[src/hw/rtl/sha512_pkg.sv]
`timescale 1ns / 1ps
package sha512_pkg;

	typedef struct packed {
		logic [63:0] msg_word;
		logic [3:0]  byte_count;
		logic        final_word;
	} in_item_t;

	typedef struct packed {
		logic [63:0] digest_word;
		logic        digest_last;
	} out_item_t;

	typedef enum logic [2:0] {
		ST_IDLE,
		ST_COMP,
		ST_PAD,
		ST_ADD,
		ST_OUT
	} state_t;

	localparam logic [63:0] PAD_WORD = 64'h8000000000000000;

	function automatic logic [63:0] init_value(input logic [2:0] i);
		logic [63:0] r;
		case (i)
			3'd0: r = 64'h6a09e667f3bcc908;
			3'd1: r = 64'hbb67ae8584caa73b;
			3'd2: r = 64'h3c6ef372fe94f82b;
			3'd3: r = 64'ha54ff53a5f1d36f1;
			3'd4: r = 64'h510e527fade682d1;
			3'd5: r = 64'h9b05688c2b3e6c1f;
			3'd6: r = 64'h1f83d9abfb41bd6b;
			default: r = 64'h5be0cd19137e2179;
		endcase
		return r;
	endfunction

	function automatic logic [63:0] round_k(input logic [6:0] r);
		logic [63:0] k;
		case (r)
			7'd0: k = 64'h428a2f98d728ae22; 7'd1: k = 64'h7137449123ef65cd;
			7'd2: k = 64'hb5c0fbcfec4d3b2f; 7'd3: k = 64'he9b5dba58189dbbc;
			7'd4: k = 64'h3956c25bf348b538; 7'd5: k = 64'h59f111f1b605d019;
			7'd6: k = 64'h923f82a4af194f9b; 7'd7: k = 64'hab1c5ed5da6d8118;
			7'd8: k = 64'hd807aa98a3030242; 7'd9: k = 64'h12835b0145706fbe;
			7'd10: k = 64'h243185be4ee4b28c; 7'd11: k = 64'h550c7dc3d5ffb4e2;
			7'd12: k = 64'h72be5d74f27b896f; 7'd13: k = 64'h80deb1fe3b1696b1;
			7'd14: k = 64'h9bdc06a725c71235; 7'd15: k = 64'hc19bf174cf692694;
			7'd16: k = 64'he49b69c19ef14ad2; 7'd17: k = 64'hefbe4786384f25e3;
			7'd18: k = 64'h0fc19dc68b8cd5b5; 7'd19: k = 64'h240ca1cc77ac9c65;
			7'd20: k = 64'h2de92c6f592b0275; 7'd21: k = 64'h4a7484aa6ea6e483;
			7'd22: k = 64'h5cb0a9dcbd41fbd4; 7'd23: k = 64'h76f988da831153b5;
			7'd24: k = 64'h983e5152ee66dfab; 7'd25: k = 64'ha831c66d2db43210;
			7'd26: k = 64'hb00327c898fb213f; 7'd27: k = 64'hbf597fc7beef0ee4;
			7'd28: k = 64'hc6e00bf33da88fc2; 7'd29: k = 64'hd5a79147930aa725;
			7'd30: k = 64'h06ca6351e003826f; 7'd31: k = 64'h142929670a0e6e70;
			7'd32: k = 64'h27b70a8546d22ffc; 7'd33: k = 64'h2e1b21385c26c926;
			7'd34: k = 64'h4d2c6dfc5ac42aed; 7'd35: k = 64'h53380d139d95b3df;
			7'd36: k = 64'h650a73548baf63de; 7'd37: k = 64'h766a0abb3c77b2a8;
			7'd38: k = 64'h81c2c92e47edaee6; 7'd39: k = 64'h92722c851482353b;
			7'd40: k = 64'ha2bfe8a14cf10364; 7'd41: k = 64'ha81a664bbc423001;
			7'd42: k = 64'hc24b8b70d0f89791; 7'd43: k = 64'hc76c51a30654be30;
			7'd44: k = 64'hd192e819d6ef5218; 7'd45: k = 64'hd69906245565a910;
			7'd46: k = 64'hf40e35855771202a; 7'd47: k = 64'h106aa07032bbd1b8;
			7'd48: k = 64'h19a4c116b8d2d0c8; 7'd49: k = 64'h1e376c085141ab53;
			7'd50: k = 64'h2748774cdf8eeb99; 7'd51: k = 64'h34b0bcb5e19b48a8;
			7'd52: k = 64'h391c0cb3c5c95a63; 7'd53: k = 64'h4ed8aa4ae3418acb;
			7'd54: k = 64'h5b9cca4f7763e373; 7'd55: k = 64'h682e6ff3d6b2b8a3;
			7'd56: k = 64'h748f82ee5defb2fc; 7'd57: k = 64'h78a5636f43172f60;
			7'd58: k = 64'h84c87814a1f0ab72; 7'd59: k = 64'h8cc702081a6439ec;
			7'd60: k = 64'h90befffa23631e28; 7'd61: k = 64'ha4506cebde82bde9;
			7'd62: k = 64'hbef9a3f7b2c67915; 7'd63: k = 64'hc67178f2e372532b;
			7'd64: k = 64'hca273eceea26619c; 7'd65: k = 64'hd186b8c721c0c207;
			7'd66: k = 64'heada7dd6cde0eb1e; 7'd67: k = 64'hf57d4f7fee6ed178;
			7'd68: k = 64'h06f067aa72176fba; 7'd69: k = 64'h0a637dc5a2c898a6;
			7'd70: k = 64'h113f9804bef90dae; 7'd71: k = 64'h1b710b35131c471b;
			7'd72: k = 64'h28db77f523047d84; 7'd73: k = 64'h32caab7b40c72493;
			7'd74: k = 64'h3c9ebe0a15c9bebc; 7'd75: k = 64'h431d67c49c100d4c;
			7'd76: k = 64'h4cc5d4becb3e42b6; 7'd77: k = 64'h597f299cfc657e2a;
			7'd78: k = 64'h5fcb6fab3ad6faec; default: k = 64'h6c44198c4a475817;
		endcase
		return k;
	endfunction

endpackage

[src/hw/rtl/sha512_round.sv]
`timescale 1ns / 1ps
module sha512_round import sha512_pkg::*; (
	input  logic [511:0] v_in,
	input  logic [63:0]  w,
	input  logic [63:0]  k,
	output logic [511:0] v_out
);
	logic [63:0] a, b, c, d, e, f, g, h, t1, t2;

	function automatic logic [63:0] rotr(input logic [63:0] x, input int n);
		return (x >> n) | (x << (64 - n));
	endfunction

	always_comb begin
		{a, b, c, d, e, f, g, h} = v_in;
		t1 = h + (rotr(e, 14) ^ rotr(e, 18) ^ rotr(e, 41)) + ((e & f) ^ (~e & g)) + k + w;
		t2 = (rotr(a, 28) ^ rotr(a, 34) ^ rotr(a, 39)) + ((a & b) ^ (a & c) ^ (b & c));
		v_out = {t1 + t2, a, b, c, d + t1, e, f, g};
	end
endmodule

[config.mk]
export PLATFORM = sky130hd
export DESIGN_NAME = sha512_round
export DESIGN_NICKNAME = d
export VERILOG_FILES = /design/src/hw/rtl/sha512_pkg.sv /design/src/hw/rtl/sha512_round.sv
export SDC_FILE = /design/constraint.sdc
export NUM_CORES = 1
export LEC_CHECK = 0
export BUFFER_PORTS_ARGS = -buffer_cell sky130_fd_sc_hd__buf_2
export CORE_AREA = 5 5 442 444
export DETAILED_ROUTE_END_ITERATION = 10
export DIE_AREA = 0 0 447 449
export GPL_TIMING_DRIVEN = 1
export PLACE_DENSITY_LB_ADDON = 0.05
export RECOVER_POWER = 50
export SYNTH_ARGS = -nofsm -noshare
export SYNTH_HDL_FRONTEND = slang
export SYNTH_SLANG_ARGS = --single-unit
[constraint.sdc]
create_clock -name vclk -period 28.8
set_input_delay 5.76 -clock vclk [all_inputs]
set_output_delay 5.76 -clock vclk [all_outputs]
set_load 0.1 [all_outputs]
==> impl_metrics.json <==
{
  "grt_util_all_layers_pct": 17.7,
  "firstDrtPassIters": 4,
  "dieArea_um2": 201000,
  "fin_tns_setup_ns": 0,
  "rows": 161,
  "final_hold_violation_count": 0,
  "setup_viol_count_final": 0,
  "grt_first_pass_wirelength_um": 242000,
  "netlist.top_cell.by_area": "fa_1",
  "unique_masters_post_synth": 81,
  "wirelength_um": 186000,
  "core-area_um2": 191000,
  "critical_path.slowest_cell": "xnor2_1",
  "cp-startpoint": "v_in[1]",
  "layout.nets": 4916,
  "design.seq.count": 0,
  "number_of_cells_produced_by_synthesis": 3110,
  "layout-drive-gt1-share_pct": 25.9,
  "detailroute.via_count": 23900,
  "synth_top_cells_by_count": "inv_1 (507), buf_4 (386), xnor2_1 (312), fa_1 (253), a21oi_1 (204)",
  "critical_path.max_stage_delay_ns": 0.55,
  "grt_pass1_vias": 26300,
  "worstPathArrival_ns": 14.77,
  "synth.yosys.seq_area_share_pct": 0,
  "path_common_cell": "fa_1",
  "min_clock_period_post_route_ns": 20.53,
  "hp-start": "v_in[477]",
  "final-max-slew-violation-count": 1,
  "worst_slew_pin_slew_ns": 1.60,
  "cts-hold-fix-buffers": 0,
  "area_growth_syn_to_layout_pct": 23.1,
  "hold_path.class": "in2out",
  "place.gp.congestion": 0.813,
  "crit_type": "in2out",
  "crit_path_start_kind": "primary input",
  "post_cts_buffers": 0,
  "grt_setup_unrepaired": "no",
  "floorplan.initialDensity_pct": 12.7,
  "timing.critical_path.to": "v_out[510]",
  "netlist.area_leader.share_pct": 20.9,
  "worst_ep_required_time_ns": 23.04,
  "total_standard_cell_area_after_synthesis_um2": 24300,
  "chipWidth_um": 447,
  "antenna_violations_before_repair": 76,
  "route.detailed.vias_per_inst": 3.74,
  "dr_wl_cell_um": 29.1,
  "max_cap_viol_count": 1,
  "pin_count_of_the_biggest_net_entering_global_routing": 12,
  "layout_worst_path_cycle_share_pct": 71.3,
  "violations": "max-capacitance violations, max-slew violations",
  "detail_route.drc_violations": 0,
  "half_perimeter_wire_length_after_detailed_placement_um": 174000,
  "timing.hold.ws_ns": 12.01,
  "drtAntennaViolNets": 0,
  "chip_height_um": 449,
  "cts-resized-gates": 0,
  "floorplan.io_pins": 1152,
  "synth.avg_cell_area_um2": 7.81,
  "ys_warn_count": 0,
  "cp-end-kind": "output port",
  "io_buffer_count": 1152,
  "max_clk_rate_mhz": 48.7,
  "gr-total-overflow": 0,
  "regArea_um2": 0,
  "status": "finished, violations left",
  "worst-path-max-fanout": 8,
  "slew_headroom_pct": -6.52,
  "first_iter_violations": 887,
  "yosys.cell_count.top_type": "inv_1",
  "num-clock-buffers": 0,
  "synth.net_count": 4192,
  "synth_top_cells_by_area": "fa_1 (21%), buf_4 (12%), xnor2_1 (11%)"
}
## cell families after synthesis
logic type	Yosys count	synth area share, %
AOI/OAI and AO/OA	773	20.7
xor gates and xnor gates	454	16.5
adders and majority gates	445	30.7
buffers and inverters	945	20.6
muxes	64	2.95
and+or+nand+nor	429	8.56
## area by class of cell
| cell class | count | area, um^2 |
|---|---|---|
| fill | 22300 | 161000 |
| multi-input combinational | 2165 | 19300 |
| timing repair buffer | 1160 | 5510 |
| tap | 2526 | 3160 |
| inverter | 507 | 1900 |
| antenna | 20 | 50.0 |
## critical path, delay by kind of cell
kind	cells	cell delay [ns]
AND/OR/NAND/NOR	4	1.12
XOR/XNOR	2	0.77
buffers and inverters	6	0.88
adder cells (fa/ha/maj)	7	3.10
AO/OA/AOI/OAI	10	3.13
## metrics by stage
step                setup slack, ns  cell area [um^2]  util [%]  cells
floorplan                      8.70             24300         -   3110
global placement               8.10             30200      15.8   6358
detailed placement             8.01             30200      15.8   6358
CTS                            8.00             30200      15.8   6358
global route                   7.66             29900      15.6   6366
finish                         8.27             29900      15.6   6378
## worst min path at each step
stage / end / slack, ns / depth (start not counted)
5_1_grt: v_out[413] / 12.02 / 2
4_1_cts: v_out[123] / 11.91 / 2
3_5_place_dp: v_out[72] / 11.90 / 2
6_report: v_out[413] / 12.01 / 2
2_1_floorplan: v_out[0] / 11.73 / 1
3_3_place_gp: v_out[56] / 11.91 / 2
## cell usage in the layout (no fill, tap or decap), types with 9 or more instances in the layout
| cell | netlist | layout |
|---|---|---|
| clkbuf_1 | 45 | 256 |
| a21boi_0 | 10 | 10 |
| a21o_1 | 177 | 177 |
| xnor2_1 | 312 | 312 |
| o21bai_1 | 36 | 36 |
| and2_1 | 13 | 13 |
| a31oi_1 | 16 | 16 |
| ha_1 | 189 | 189 |
| inv_1 | 507 | 507 |
| a21oi_1 | 204 | 204 |
| nand2b_1 | 14 | 14 |
| nand2_1 | 131 | 131 |
| diode_2 | 0 | 20 |
| and3_1 | 20 | 20 |
| o21ai_1 | 9 | 9 |
| o21a_1 | 20 | 20 |
| fa_1 | 253 | 253 |
| o31ai_1 | 10 | 10 |
| buf_2 | 4 | 896 |
| o211ai_1 | 18 | 18 |
| a221oi_1 | 9 | 9 |
| a211oi_1 | 20 | 20 |
| nor3_1 | 20 | 20 |
| o21ai_0 | 165 | 165 |
| nand4_1 | 39 | 39 |
| mux2_2 | 61 | 61 |
| nand3_1 | 35 | 35 |
| xor2_1 | 140 | 140 |
| nor2b_1 | 19 | 19 |
| nor2_1 | 101 | 101 |
## per-layer routing
layer  vias up  wire length [um]  track usage [%]
li1      11400                 -                -
met1     11600             73700             20.4
met2       726            103000             35.6
met3       147              5290             1.33
met4        24              3450             2.39
met5         -               146                0
Power is left out: the tool's default activity adds up to more than one toggle a clock period on the data nets, which glitch-free logic cannot reach.
